--- config.mk ---
export PLATFORM = sky130hd
export DESIGN_NAME = line_segment_clipper_unit_flat
export DESIGN_NICKNAME = d
export VERILOG_FILES = /design/src/hw/rtl/lsc_pkg.sv /design/src/hw/rtl/lsc_channels.sv /design/src/hw/rtl/line_segment_clipper_unit.sv /design/src/hw/rtl/lsc_csr.sv /design/src/hw/rtl/lsc_muldiv.sv /design/src/flat_wrapper.sv
export SDC_FILE = /design/constraint.sdc
export NUM_CORES = 1
export LEC_CHECK = 0
export BUFFER_PORTS_ARGS = -buffer_cell sky130_fd_sc_hd__buf_2
export CAP_MARGIN = 20
export CORE_MARGIN = 1
export CORE_UTILIZATION = 40
export CTS_CLUSTER_DIAMETER = 50
export DETAILED_ROUTE_END_ITERATION = 16
export GPL_ROUTABILITY_DRIVEN = 0
export PLACE_DENSITY_LB_ADDON = 0.15
export SLEW_MARGIN = 20
export SYNTH_ARGS = -nofsm -noshare
export SYNTH_HDL_FRONTEND = slang
export SYNTH_SLANG_ARGS = --single-unit
--- constraint.sdc ---
create_clock -name clock -period 7.9 [get_ports clock]
set_clock_uncertainty 0.05 [all_clocks]
set_input_delay 0.395 -clock clock [delete_from_list [all_inputs] [get_ports clock]]
set_output_delay 0.395 -clock clock [all_outputs]
set_load 0.01 [all_outputs]
--- src/hw/rtl/lsc_pkg.sv ---
// Shared constants and types for the line segment clipper.
// Used by the channel interfaces, the register block and the top level.
`default_nettype none

package lsc_pkg;

   // Default coordinate width; the top level parameter may override it
   localparam int COORD_WIDTH_DEF = 16;

   // Register port: 32-bit data, four registers at byte addresses 0, 4, 8, 12
   localparam int CSR_DATA_WIDTH = 32;
   localparam int CSR_ADDR_WIDTH = 4;

   typedef enum logic [1:0] {
      REG_X_MIN = 2'd0,
      REG_Y_MIN = 2'd1,
      REG_X_MAX = 2'd2,
      REG_Y_MAX = 2'd3
   } csr_index_type;

   localparam int WIN_X_MIN_RESET = 100;
   localparam int WIN_Y_MIN_RESET = 100;
   localparam int WIN_X_MAX_RESET = 500;
   localparam int WIN_Y_MAX_RESET = 300;

   // Outcode bit positions
   localparam int OC_LEFT   = 0;
   localparam int OC_RIGHT  = 1;
   localparam int OC_BOTTOM = 2;
   localparam int OC_TOP    = 3;

   typedef logic [3:0] outcode_type;

   localparam int MAX_ROUNDS  = 4;
   localparam int ROUND_WIDTH = 3;

endpackage

`default_nettype wire

--- src/hw/rtl/lsc_channels.sv ---
// Valid/ready channel interfaces for the clipper's request and result streams.
// Depends on lsc_pkg for the default coordinate width.
`default_nettype none

interface lsc_req_if #(
   parameter int COORD_WIDTH = lsc_pkg::COORD_WIDTH_DEF
);
   logic                          valid;
   logic                          ready;
   logic signed [COORD_WIDTH-1:0] start_x;
   logic signed [COORD_WIDTH-1:0] start_y;
   logic signed [COORD_WIDTH-1:0] end_x;
   logic signed [COORD_WIDTH-1:0] end_y;

   modport source (output valid, start_x, start_y, end_x, end_y, input ready);
   modport sink   (input valid, start_x, start_y, end_x, end_y, output ready);
endinterface

interface lsc_rsp_if #(
   parameter int COORD_WIDTH = lsc_pkg::COORD_WIDTH_DEF
);
   logic                          valid;
   logic                          ready;
   logic                          accepted;
   logic signed [COORD_WIDTH-1:0] clipped_start_x;
   logic signed [COORD_WIDTH-1:0] clipped_start_y;
   logic signed [COORD_WIDTH-1:0] clipped_end_x;
   logic signed [COORD_WIDTH-1:0] clipped_end_y;

   modport source (output valid, accepted, clipped_start_x, clipped_start_y,
                   clipped_end_x, clipped_end_y, input ready);
   modport sink   (input valid, accepted, clipped_start_x, clipped_start_y,
                   clipped_end_x, clipped_end_y, output ready);
endinterface

`default_nettype wire

--- src/hw/rtl/line_segment_clipper_unit.sv ---
// Line segment clipper, top level: Cohen-Sutherland clipping sequencer.
// Depends on lsc_pkg, lsc_channels, lsc_csr and lsc_muldiv.
//
// Usage:
//   req_if  carries one segment per request (start_x/y, end_x/y, signed).
//   rsp_if  returns one result per request: accepted flag and the clipped
//           endpoints; all coordinates are zero for a rejected segment.
//   csr_*   APB-style port for the clip window: x_min at 0x0, y_min at 0x4,
//           x_max at 0x8, y_max at 0xC. Write only while no request is open.
// Flow:
//   One request is clipped at a time. Each clipping round follows an outcode
//   test and runs the shared bit-serial multiply/divide unit, first its
//   multiply and then its divide. A segment needs zero to four rounds.
//   The finished result sits in an output register, so the next request is
//   taken while the previous result waits; a stalled receiver holds the
//   result and, once a second result is ready, holds the sequencer.
// Reset: synchronous; the window returns to (100,100)-(500,300), both
//   channels go idle and any open request is dropped.
`default_nettype none

module line_segment_clipper_unit #(
   parameter int COORD_WIDTH = lsc_pkg::COORD_WIDTH_DEF
) (
   input  wire logic                                clock,
   input  wire logic                                reset,
   lsc_req_if.sink                                  req_if,
   lsc_rsp_if.source                                rsp_if,
   input  wire logic                                csr_psel,
   input  wire logic                                csr_penable,
   input  wire logic                                csr_pwrite,
   input  wire logic [lsc_pkg::CSR_ADDR_WIDTH-1:0]  csr_paddr,
   input  wire logic [lsc_pkg::CSR_DATA_WIDTH-1:0]  csr_pwdata,
   output logic      [lsc_pkg::CSR_DATA_WIDTH-1:0]  csr_prdata,
   output logic                                     csr_pready
);
   import lsc_pkg::*;

   localparam int W = COORD_WIDTH;

   typedef enum logic [2:0] {
      ST_IDLE,
      ST_CHECK,
      ST_WAIT,
      ST_FINISH
   } state_type;

   state_type              state_ff;
   logic [ROUND_WIDTH-1:0] round_ff;
   logic signed [W-1:0]    x1_ff, y1_ff, x2_ff, y2_ff;
   logic                   first_ff;
   logic                   edge_y_ff;
   logic signed [W-1:0]    fixed_ff;
   logic signed [W-1:0]    base_ff;
   logic                   accept_ff;
   logic                   md_start_ff;
   logic signed [W:0]      op_a_ff, op_b_ff, op_d_ff;

   logic                   rsp_valid_ff;
   logic                   rsp_accepted_ff;
   logic signed [W-1:0]    rsp_x1_ff, rsp_y1_ff, rsp_x2_ff, rsp_y2_ff;

   logic signed [W-1:0]    win_x_min, win_y_min, win_x_max, win_y_max;
   outcode_type            c1, c2, co;
   logic                   trivial_in, trivial_out;
   logic                   edge_y;
   logic signed [W-1:0]    edge_val;
   logic                   md_busy, md_done;
   logic [W-1:0]           md_result;
   logic signed [W-1:0]    new_coord;
   logic signed [W-1:0]    nx, ny;
   logic                   rsp_free;

   function automatic outcode_type outcode(
      input logic signed [W-1:0] x,
      input logic signed [W-1:0] y,
      input logic signed [W-1:0] xmin,
      input logic signed [W-1:0] ymin,
      input logic signed [W-1:0] xmax,
      input logic signed [W-1:0] ymax
   );
      outcode_type c;
      c = '0;
      if (x < xmin) begin
         c[OC_LEFT] = 1'b1;
      end else if (x > xmax) begin
         c[OC_RIGHT] = 1'b1;
      end
      if (y < ymin) begin
         c[OC_BOTTOM] = 1'b1;
      end else if (y > ymax) begin
         c[OC_TOP] = 1'b1;
      end
      return c;
   endfunction

   function automatic logic signed [W:0] sdiff(
      input logic signed [W-1:0] p,
      input logic signed [W-1:0] q
   );
      return {p[W-1], p} - {q[W-1], q};
   endfunction

   lsc_csr #(.COORD_WIDTH(W)) u_csr (
      .clock       (clock),
      .reset       (reset),
      .csr_psel    (csr_psel),
      .csr_penable (csr_penable),
      .csr_pwrite  (csr_pwrite),
      .csr_paddr   (csr_paddr),
      .csr_pwdata  (csr_pwdata),
      .csr_prdata  (csr_prdata),
      .csr_pready  (csr_pready),
      .win_x_min   (win_x_min),
      .win_y_min   (win_y_min),
      .win_x_max   (win_x_max),
      .win_y_max   (win_y_max)
   );

   lsc_muldiv #(.COORD_WIDTH(W)) u_muldiv (
      .clock  (clock),
      .reset  (reset),
      .start  (md_start_ff),
      .op_a   (op_a_ff),
      .op_b   (op_b_ff),
      .op_d   (op_d_ff),
      .busy   (md_busy),
      .done   (md_done),
      .result (md_result)
   );

   assign c1 = outcode(x1_ff, y1_ff, win_x_min, win_y_min, win_x_max, win_y_max);
   assign c2 = outcode(x2_ff, y2_ff, win_x_min, win_y_min, win_x_max, win_y_max);
   assign co = (c1 != '0) ? c1 : c2;

   assign trivial_in  = (c1 == '0) && (c2 == '0);
   assign trivial_out = ((c1 & c2) != '0) || (round_ff == ROUND_WIDTH'(MAX_ROUNDS));

   // Edge priority: top, bottom, right, left
   assign edge_y   = co[OC_TOP] || co[OC_BOTTOM];
   assign edge_val = co[OC_TOP]    ? win_y_max :
                     co[OC_BOTTOM] ? win_y_min :
                     co[OC_RIGHT]  ? win_x_max : win_x_min;

   assign new_coord = base_ff + $signed(md_result);
   assign nx = edge_y_ff ? new_coord : fixed_ff;
   assign ny = edge_y_ff ? fixed_ff  : new_coord;

   assign rsp_free = !rsp_valid_ff || rsp_if.ready;

   always_ff @(posedge clock) begin
      if (reset) begin
         state_ff     <= ST_IDLE;
         round_ff     <= '0;
         md_start_ff  <= 1'b0;
         rsp_valid_ff <= 1'b0;
      end else begin
         md_start_ff <= (state_ff == ST_CHECK) && !trivial_in && !trivial_out;
         // load a new result, or drop the one just taken
         if (state_ff == ST_FINISH && rsp_free) begin
            rsp_valid_ff <= 1'b1;
         end else if (rsp_valid_ff && rsp_if.ready) begin
            rsp_valid_ff <= 1'b0;
         end
         case (state_ff)
            ST_IDLE: begin
               if (req_if.valid) begin
                  x1_ff    <= req_if.start_x;
                  y1_ff    <= req_if.start_y;
                  x2_ff    <= req_if.end_x;
                  y2_ff    <= req_if.end_y;
                  round_ff <= '0;
                  state_ff <= ST_CHECK;
               end
            end
            ST_CHECK: begin
               if (trivial_in) begin
                  accept_ff <= 1'b1;
                  state_ff  <= ST_FINISH;
               end else if (trivial_out) begin
                  accept_ff <= 1'b0;
                  state_ff  <= ST_FINISH;
               end else begin
                  // new point on the edge, measured from the first endpoint
                  op_a_ff     <= edge_y ? sdiff(x2_ff, x1_ff) : sdiff(y2_ff, y1_ff);
                  op_b_ff     <= edge_y ? sdiff(edge_val, y1_ff) : sdiff(edge_val, x1_ff);
                  op_d_ff     <= edge_y ? sdiff(y2_ff, y1_ff) : sdiff(x2_ff, x1_ff);
                  base_ff     <= edge_y ? x1_ff : y1_ff;
                  fixed_ff    <= edge_val;
                  edge_y_ff   <= edge_y;
                  first_ff    <= (c1 != '0);
                  state_ff    <= ST_WAIT;
               end
            end
            ST_WAIT: begin
               if (md_done) begin
                  if (first_ff) begin
                     x1_ff <= nx;
                     y1_ff <= ny;
                  end else begin
                     x2_ff <= nx;
                     y2_ff <= ny;
                  end
                  round_ff <= round_ff + 1'b1;
                  state_ff <= ST_CHECK;
               end
            end
            ST_FINISH: begin
               if (rsp_free) begin
                  rsp_accepted_ff <= accept_ff;
                  rsp_x1_ff       <= accept_ff ? x1_ff : '0;
                  rsp_y1_ff       <= accept_ff ? y1_ff : '0;
                  rsp_x2_ff       <= accept_ff ? x2_ff : '0;
                  rsp_y2_ff       <= accept_ff ? y2_ff : '0;
                  state_ff        <= ST_IDLE;
               end
            end
            default: state_ff <= ST_IDLE;
         endcase
      end
   end

   assign req_if.ready = (state_ff == ST_IDLE);

   assign rsp_if.valid           = rsp_valid_ff;
   assign rsp_if.accepted        = rsp_accepted_ff;
   assign rsp_if.clipped_start_x = rsp_x1_ff;
   assign rsp_if.clipped_start_y = rsp_y1_ff;
   assign rsp_if.clipped_end_x   = rsp_x2_ff;
   assign rsp_if.clipped_end_y   = rsp_y2_ff;

   a_round_bound: assert property (@(posedge clock) disable iff (reset)
      round_ff <= ROUND_WIDTH'(MAX_ROUNDS))
      else $error("clip round counter past its limit");

   a_accept_inside: assert property (@(posedge clock) disable iff (reset)
      (state_ff == ST_FINISH && accept_ff) |-> (c1 == '0 && c2 == '0))
      else $error("accepted segment has an endpoint outside the window");

   a_reject_zero: assert property (@(posedge clock) disable iff (reset)
      (rsp_valid_ff && !rsp_accepted_ff) |->
         (rsp_x1_ff == '0 && rsp_y1_ff == '0 && rsp_x2_ff == '0 && rsp_y2_ff == '0))
      else $error("rejected result carries nonzero coordinates");

   a_start_idle: assert property (@(posedge clock) disable iff (reset)
      md_start_ff |-> !md_busy)
      else $error("divider started while busy");

   a_wait_busy: assert property (@(posedge clock) disable iff (reset)
      md_start_ff |=> (md_busy && state_ff == ST_WAIT))
      else $error("sequencer left the wait state with the divider running");

endmodule

`default_nettype wire

--- src/hw/rtl/lsc_csr.sv ---
// Clip window registers behind an APB-style port.
// Depends on lsc_pkg for register indexes, reset values and port widths.
`default_nettype none

module lsc_csr #(
   parameter int COORD_WIDTH = lsc_pkg::COORD_WIDTH_DEF
) (
   input  wire logic                                 clock,
   input  wire logic                                 reset,
   input  wire logic                                 csr_psel,
   input  wire logic                                 csr_penable,
   input  wire logic                                 csr_pwrite,
   input  wire logic [lsc_pkg::CSR_ADDR_WIDTH-1:0]   csr_paddr,
   input  wire logic [lsc_pkg::CSR_DATA_WIDTH-1:0]   csr_pwdata,
   output logic      [lsc_pkg::CSR_DATA_WIDTH-1:0]   csr_prdata,
   output logic                                      csr_pready,
   output logic signed [COORD_WIDTH-1:0]             win_x_min,
   output logic signed [COORD_WIDTH-1:0]             win_y_min,
   output logic signed [COORD_WIDTH-1:0]             win_x_max,
   output logic signed [COORD_WIDTH-1:0]             win_y_max
);
   import lsc_pkg::*;

   localparam int W = COORD_WIDTH;

   logic signed [W-1:0] x_min_ff;
   logic signed [W-1:0] y_min_ff;
   logic signed [W-1:0] x_max_ff;
   logic signed [W-1:0] y_max_ff;
   logic                wr_en;
   csr_index_type       index;
   logic signed [W-1:0] rd_sel;

   assign csr_pready = 1'b1;
   assign wr_en      = csr_psel && csr_penable && csr_pwrite && csr_pready;
   assign index      = csr_index_type'(csr_paddr[CSR_ADDR_WIDTH-1:2]);

   always_ff @(posedge clock) begin
      if (reset) begin
         x_min_ff <= W'(WIN_X_MIN_RESET);
         y_min_ff <= W'(WIN_Y_MIN_RESET);
         x_max_ff <= W'(WIN_X_MAX_RESET);
         y_max_ff <= W'(WIN_Y_MAX_RESET);
      end else if (wr_en) begin
         case (index)
            REG_X_MIN: x_min_ff <= csr_pwdata[W-1:0];
            REG_Y_MIN: y_min_ff <= csr_pwdata[W-1:0];
            REG_X_MAX: x_max_ff <= csr_pwdata[W-1:0];
            REG_Y_MAX: y_max_ff <= csr_pwdata[W-1:0];
            default: ;
         endcase
      end
   end

   always_comb begin
      case (index)
         REG_X_MIN: rd_sel = x_min_ff;
         REG_Y_MIN: rd_sel = y_min_ff;
         REG_X_MAX: rd_sel = x_max_ff;
         REG_Y_MAX: rd_sel = y_max_ff;
         default:   rd_sel = x_min_ff;
      endcase
   end

   // Sign-extend to the bus width
   assign csr_prdata = CSR_DATA_WIDTH'(rd_sel);

   assign win_x_min = x_min_ff;
   assign win_y_min = y_min_ff;
   assign win_x_max = x_max_ff;
   assign win_y_max = y_max_ff;

endmodule

`default_nettype wire

--- src/hw/rtl/lsc_muldiv.sv ---
// Bit-serial (a * b) / d unit, quotient truncated toward zero, wrapped to
// the coordinate width. Shift-add multiply, then restoring radix-2 divide.
`default_nettype none

module lsc_muldiv #(
   parameter int COORD_WIDTH = lsc_pkg::COORD_WIDTH_DEF
) (
   input  wire logic                            clock,
   input  wire logic                            reset,
   input  wire logic                            start,
   input  wire logic signed [COORD_WIDTH:0]     op_a,
   input  wire logic signed [COORD_WIDTH:0]     op_b,
   input  wire logic signed [COORD_WIDTH:0]     op_d,
   output logic                                 busy,
   output logic                                 done,
   output logic             [COORD_WIDTH-1:0]   result
);

   localparam int W  = COORD_WIDTH;
   localparam int PW = 2 * W;
   localparam int CW = $clog2(PW);

   typedef enum logic [1:0] {
      MD_IDLE,
      MD_MUL,
      MD_DIV
   } md_state_type;

   md_state_type     state_ff;
   logic [CW-1:0]    cnt_ff;
   logic [W-1:0]     ma_ff;
   logic [W-1:0]     md_ff;
   logic [W-1:0]     rem_ff;
   logic [PW-1:0]    prod_ff;
   logic             neg_ff;
   logic             zero_ff;
   logic             done_ff;
   logic [W-1:0]     result_ff;

   logic [W:0]       mul_sum;
   logic [W:0]       div_trial;
   logic [W:0]       div_diff;
   logic             div_ge;
   logic [W-1:0]     quot;

   function automatic logic [W-1:0] mag(input logic signed [W:0] v);
      logic [W:0] n;
      n = v[W] ? -v : v;
      return n[W-1:0];
   endfunction

   assign mul_sum   = {1'b0, prod_ff[PW-1:W]} + (prod_ff[0] ? {1'b0, ma_ff} : '0);
   assign div_trial = {rem_ff, prod_ff[PW-1]};
   assign div_diff  = div_trial - {1'b0, md_ff};
   assign div_ge    = div_trial >= {1'b0, md_ff};
   assign quot      = {prod_ff[W-2:0], div_ge};

   always_ff @(posedge clock) begin
      if (reset) begin
         state_ff <= MD_IDLE;
         cnt_ff   <= '0;
         done_ff  <= 1'b0;
      end else begin
         done_ff <= (state_ff == MD_DIV) && (cnt_ff == CW'(PW - 1));
         case (state_ff)
            MD_IDLE: begin
               if (start) begin
                  ma_ff    <= mag(op_a);
                  md_ff    <= mag(op_d);
                  prod_ff  <= {{W{1'b0}}, mag(op_b)};
                  neg_ff   <= op_a[W] ^ op_b[W] ^ op_d[W];
                  zero_ff  <= (op_d == '0);
                  cnt_ff   <= '0;
                  state_ff <= MD_MUL;
               end
            end
            MD_MUL: begin
               prod_ff <= {mul_sum, prod_ff[W-1:1]};
               if (cnt_ff == CW'(W - 1)) begin
                  cnt_ff   <= '0;
                  rem_ff   <= '0;
                  state_ff <= MD_DIV;
               end else begin
                  cnt_ff <= cnt_ff + 1'b1;
               end
            end
            MD_DIV: begin
               // shift the dividend out at the top, quotient bits in at the bottom
               prod_ff <= {prod_ff[PW-2:0], div_ge};
               rem_ff  <= div_ge ? div_diff[W-1:0] : div_trial[W-1:0];
               if (cnt_ff == CW'(PW - 1)) begin
                  result_ff <= zero_ff ? '0 : (neg_ff ? -quot : quot);
                  state_ff  <= MD_IDLE;
               end else begin
                  cnt_ff <= cnt_ff + 1'b1;
               end
            end
            default: state_ff <= MD_IDLE;
         endcase
      end
   end

   assign busy   = (state_ff != MD_IDLE);
   assign done   = done_ff;
   assign result = result_ff;

endmodule

`default_nettype wire

--- src/flat_wrapper.sv ---
// flat-port wrapper written by rule: the top's interface ports become plain ports
module line_segment_clipper_unit_flat import lsc_pkg::*;
#(
   parameter int COORD_WIDTH = lsc_pkg::COORD_WIDTH_DEF
)
  (clock, reset, csr_psel, csr_penable, csr_pwrite, csr_paddr, csr_pwdata, csr_prdata, csr_pready, req_if_valid, req_if_start_x, req_if_start_y, req_if_end_x, req_if_end_y, req_if_ready, rsp_if_valid, rsp_if_accepted, rsp_if_clipped_start_x, rsp_if_clipped_start_y, rsp_if_clipped_end_x, rsp_if_clipped_end_y, rsp_if_ready);
  lsc_req_if #(.COORD_WIDTH(COORD_WIDTH)) req_if_i ();
  lsc_rsp_if #(.COORD_WIDTH(COORD_WIDTH)) rsp_if_i ();
  input  wire logic clock;
  input  wire logic reset;
  input  wire logic csr_psel;
  input  wire logic csr_penable;
  input  wire logic csr_pwrite;
  input  wire logic [lsc_pkg::CSR_ADDR_WIDTH-1:0] csr_paddr;
  input  wire logic [lsc_pkg::CSR_DATA_WIDTH-1:0] csr_pwdata;
  output logic      [lsc_pkg::CSR_DATA_WIDTH-1:0] csr_prdata;
  output logic csr_pready;
  input wire logic [$bits(req_if_i.valid)-1:0] req_if_valid;
  input wire logic [$bits(req_if_i.start_x)-1:0] req_if_start_x;
  input wire logic [$bits(req_if_i.start_y)-1:0] req_if_start_y;
  input wire logic [$bits(req_if_i.end_x)-1:0] req_if_end_x;
  input wire logic [$bits(req_if_i.end_y)-1:0] req_if_end_y;
  output wire logic [$bits(req_if_i.ready)-1:0] req_if_ready;
  output wire logic [$bits(rsp_if_i.valid)-1:0] rsp_if_valid;
  output wire logic [$bits(rsp_if_i.accepted)-1:0] rsp_if_accepted;
  output wire logic [$bits(rsp_if_i.clipped_start_x)-1:0] rsp_if_clipped_start_x;
  output wire logic [$bits(rsp_if_i.clipped_start_y)-1:0] rsp_if_clipped_start_y;
  output wire logic [$bits(rsp_if_i.clipped_end_x)-1:0] rsp_if_clipped_end_x;
  output wire logic [$bits(rsp_if_i.clipped_end_y)-1:0] rsp_if_clipped_end_y;
  input wire logic [$bits(rsp_if_i.ready)-1:0] rsp_if_ready;
  assign req_if_i.valid = req_if_valid;
  assign req_if_i.start_x = req_if_start_x;
  assign req_if_i.start_y = req_if_start_y;
  assign req_if_i.end_x = req_if_end_x;
  assign req_if_i.end_y = req_if_end_y;
  assign req_if_ready = req_if_i.ready;
  assign rsp_if_valid = rsp_if_i.valid;
  assign rsp_if_accepted = rsp_if_i.accepted;
  assign rsp_if_clipped_start_x = rsp_if_i.clipped_start_x;
  assign rsp_if_clipped_start_y = rsp_if_i.clipped_start_y;
  assign rsp_if_clipped_end_x = rsp_if_i.clipped_end_x;
  assign rsp_if_clipped_end_y = rsp_if_i.clipped_end_y;
  assign rsp_if_i.ready = rsp_if_ready;
  line_segment_clipper_unit #(.COORD_WIDTH(COORD_WIDTH)) u_core (.clock(clock), .reset(reset), .req_if(req_if_i), .rsp_if(rsp_if_i), .csr_psel(csr_psel), .csr_penable(csr_penable), .csr_pwrite(csr_pwrite), .csr_paddr(csr_paddr), .csr_pwdata(csr_pwdata), .csr_prdata(csr_prdata), .csr_pready(csr_pready));
endmodule
==> flow_metrics.env <==
export IMPL_ir_drop_uv=184
export IMPL_fin_crit_ps=6780
export IMPL_cts_root_buf="clkbuf_16"
export IMPL_grt_pass1_wl_um=120000
export IMPL_place_hpwl_um=61300
export IMPL_clockBufferDepth=3
export IMPL_worstPathArrival_ps=7090
export IMPL_grt_max_degree=77
export IMPL_powerDensity_nw_per_um2=234
export IMPL_row_count=91
export IMPL_worstSkewPairLatency_ps=640
export IMPL_drv_cap=0
export IMPL_syn_avg_cell_area_sq_um=10.1
export IMPL_synthTopCellsByCount="edfxtp_1, nand2_1, ha_1"
export IMPL_die_h_um=252
export IMPL_whs_ps=17.3
export IMPL_antenna_found_initial=5
export IMPL_synth_area_leaders="edfxtp_1, ha_1, dfxtp_1"
export IMPL_yosys_warnings=0
export IMPL_worstSetupPathType="reg2reg"
export IMPL_setup_violations_final=0
export IMPL_drive_gt1_share_pct=14.0
export IMPL_worst_pin_slew_ps=1050
export IMPL_io_pins=207
export IMPL_synth_ff_type="edfxtp_1"
export IMPL_routed_wl_um=81600
export IMPL_setup_ws_ps=1120
export IMPL_slew_violations=0
export IMPL_syn_area_sq_um=25000
export IMPL_firstDrtPassIters=6
export IMPL_cts_tree="yes"
export IMPL_num_vias=20006
export IMPL_yosys_area_top_type_share_pct=37.7
export IMPL_max_freq_mhz=147
export IMPL_postCtsSetupRepairBufs=0
export IMPL_hold_violations=0
export IMPL_required_ps=8210
export IMPL_min_period_over_period_pct=85.9
export IMPL_place_ws_ps=1300
export IMPL_synth_seq_cells=392
export IMPL_drc=0
export IMPL_cts_sinks=392
export IMPL_grt_pass1_vias=19056
export IMPL_htreeDepth=2
export IMPL_nets=3041
export IMPL_power_leakage_nw=11.5
export IMPL_syn2layout_area_growth_pct=17.0
export IMPL_grt_overflow_total=0
export IMPL_start_util_pct=40.4
export IMPL_wl_per_cell_um=22.8
export IMPL_setup_tns_ps=0
export IMPL_core_sq_um=61700
export IMPL_synth_edf_count=313
export IMPL_cp_max_fo=53
export IMPL_via_per_inst=5.59
export IMPL_dieArea_sq_um=63400
export IMPL_cts_buffers=58
export IMPL_min_delay_path_class="in2reg"
export IMPL_grt_total_usage_pct=25.4
export IMPL_rsz0062_at_grt="no"
export IMPL_end_kind="flip-flop"
export IMPL_status="finished, final reports clean"
export IMPL_synth_cell_types=81
export IMPL_drt_initial_drc_count=1541
export IMPL_ant_nets=0
export IMPL_async_reset_ff_share_pct=0
export IMPL_io_buffers=187
export IMPL_syn_nets=2830
export IMPL_yosysMostFrequentCell="edfxtp_1"
export IMPL_max_slew_margin_pct=30.2
export IMPL_ys_seq_area_share_pct=44.0
export IMPL_critPathLaunchType="flip-flop"
export IMPL_yosys_area_top_type="edfxtp_1"
export IMPL_dieWidth_um=252
export IMPL_clk_pin_slew_ps=60
export IMPL_syn_instance_count=2483
routing by layer:
metal  part of all wire (%)  vias up  track usage [%]
li1                       -     9427                -
met1                     43     9630             33.9
met2                     44      730             39.6
met3                    6.8      213             4.49
met4                    5.8        6             13.1
met5                  0.042        -                0
logic make-up (layout without fill, tap and decap cells):
kind of cell	Yosys count	after routing	share of synthesized area (%)
and+or+nand+nor	784	784	14.9
DFF	392	392	44.0
buffers and inverters	290	549	4.79
xor gates and xnor gates	123	123	4.32
other	1	2	0.0150
AOI/OAI and AO/OA	541	541	14.1
muxes	112	112	5.60
adders and majority gates	240	240	12.2
through the flow:
stage	util, %	total power, mW	area [sq um]	instances
floorplan	-	3.70	25000	2483
global placement	43.3	4.14	26700	3422
detailed placement	43.3	4.16	26700	3422
CTS	47.3	6.85	29200	3578
global route	47.3	7.11	29200	3579
finish	47.3	6.82	29200	3580
area by class of cell:
type / count / area, sq um
inverters: 179 / 674
clock inverters: 37 / 419
multi-input cells: 1801 / 12900
fillers: 5869 / 32500
well taps: 837 / 1050
diodes: 1 / 2.50
repair buffers: 262 / 1630
flip-flops and latches: 392 / 11000
clock buffers: 71 / 1570
registers in the layout (all words and copies together), names as in the netlist, 17 cells and up:
register                 flops
u_core.op_b_ff              17
u_core.op_a_ff              17
u_core.u_muldiv.prod_ff     32
u_core.op_d_ff              17
report_power, final:
part | internal, mW | switching [mW]
Sequential | 2.45 | 0.177
Clock | 1.63 | 1.03
Combinational | 0.641 | 0.900
Total | 4.72 | 2.10
timing repair:
item,in CTS,in global routing
hold buffers,48,0
hold endpoints to repair,86,0
resized for setup,0,0
final timing paths:
path / from / end / slack, ps / cells past startpoint
worst min-delay path: req_if_start_y[7] / u_core.y1_ff[7] / 20 / 3
worst max register to register: u_core.y2_ff[7] / u_core.op_b_ff[15] / 1120 / 21
worst min register to register: u_core.u_csr.win_y_max[11] / u_core.u_csr.win_y_max[11] / 420 / 2
worst max-delay path: u_core.y2_ff[7] / u_core.op_b_ff[15] / 1120 / 21
worst max-delay path, cell delays in order, from the launching register on:
cell	delay (ps)
edfxtp_1	540
ha_1	360
a21oi_1	140
o21ai_1	80
a221oi_1	290
o31ai_1	110
a221oi_1	820
nor3_1	190
a21oi_4	490
nor2b_4	270
inv_4	270
o221ai_1	410
ha_1	290
nor2b_1	120
o21ai_0	200
a21boi_0	190
o41ai_1	390
o21ai_0	200
o41ai_1	580
o2111ai_1	210
a21oi_1	220
xnor2_1	80
cell usage in the layout (no fill, tap or decap), drive strengths merged, types with 29 or more instances in the layout:
master	instances
a21oi	169
and2	89
buf	214
clkbuf	71
dfxtp	79
dlygate4sd3	48
edfxtp	313
ha	234
inv	193
mux2	29
mux2i	67
nand2	252
nand3	46
nor2	199
nor2b	44
nor3	38
o211ai	35
o21a	41
o21ai	85
xnor2	92
xor2	31
No activity file was read; power rests on OpenSTA's default activity.
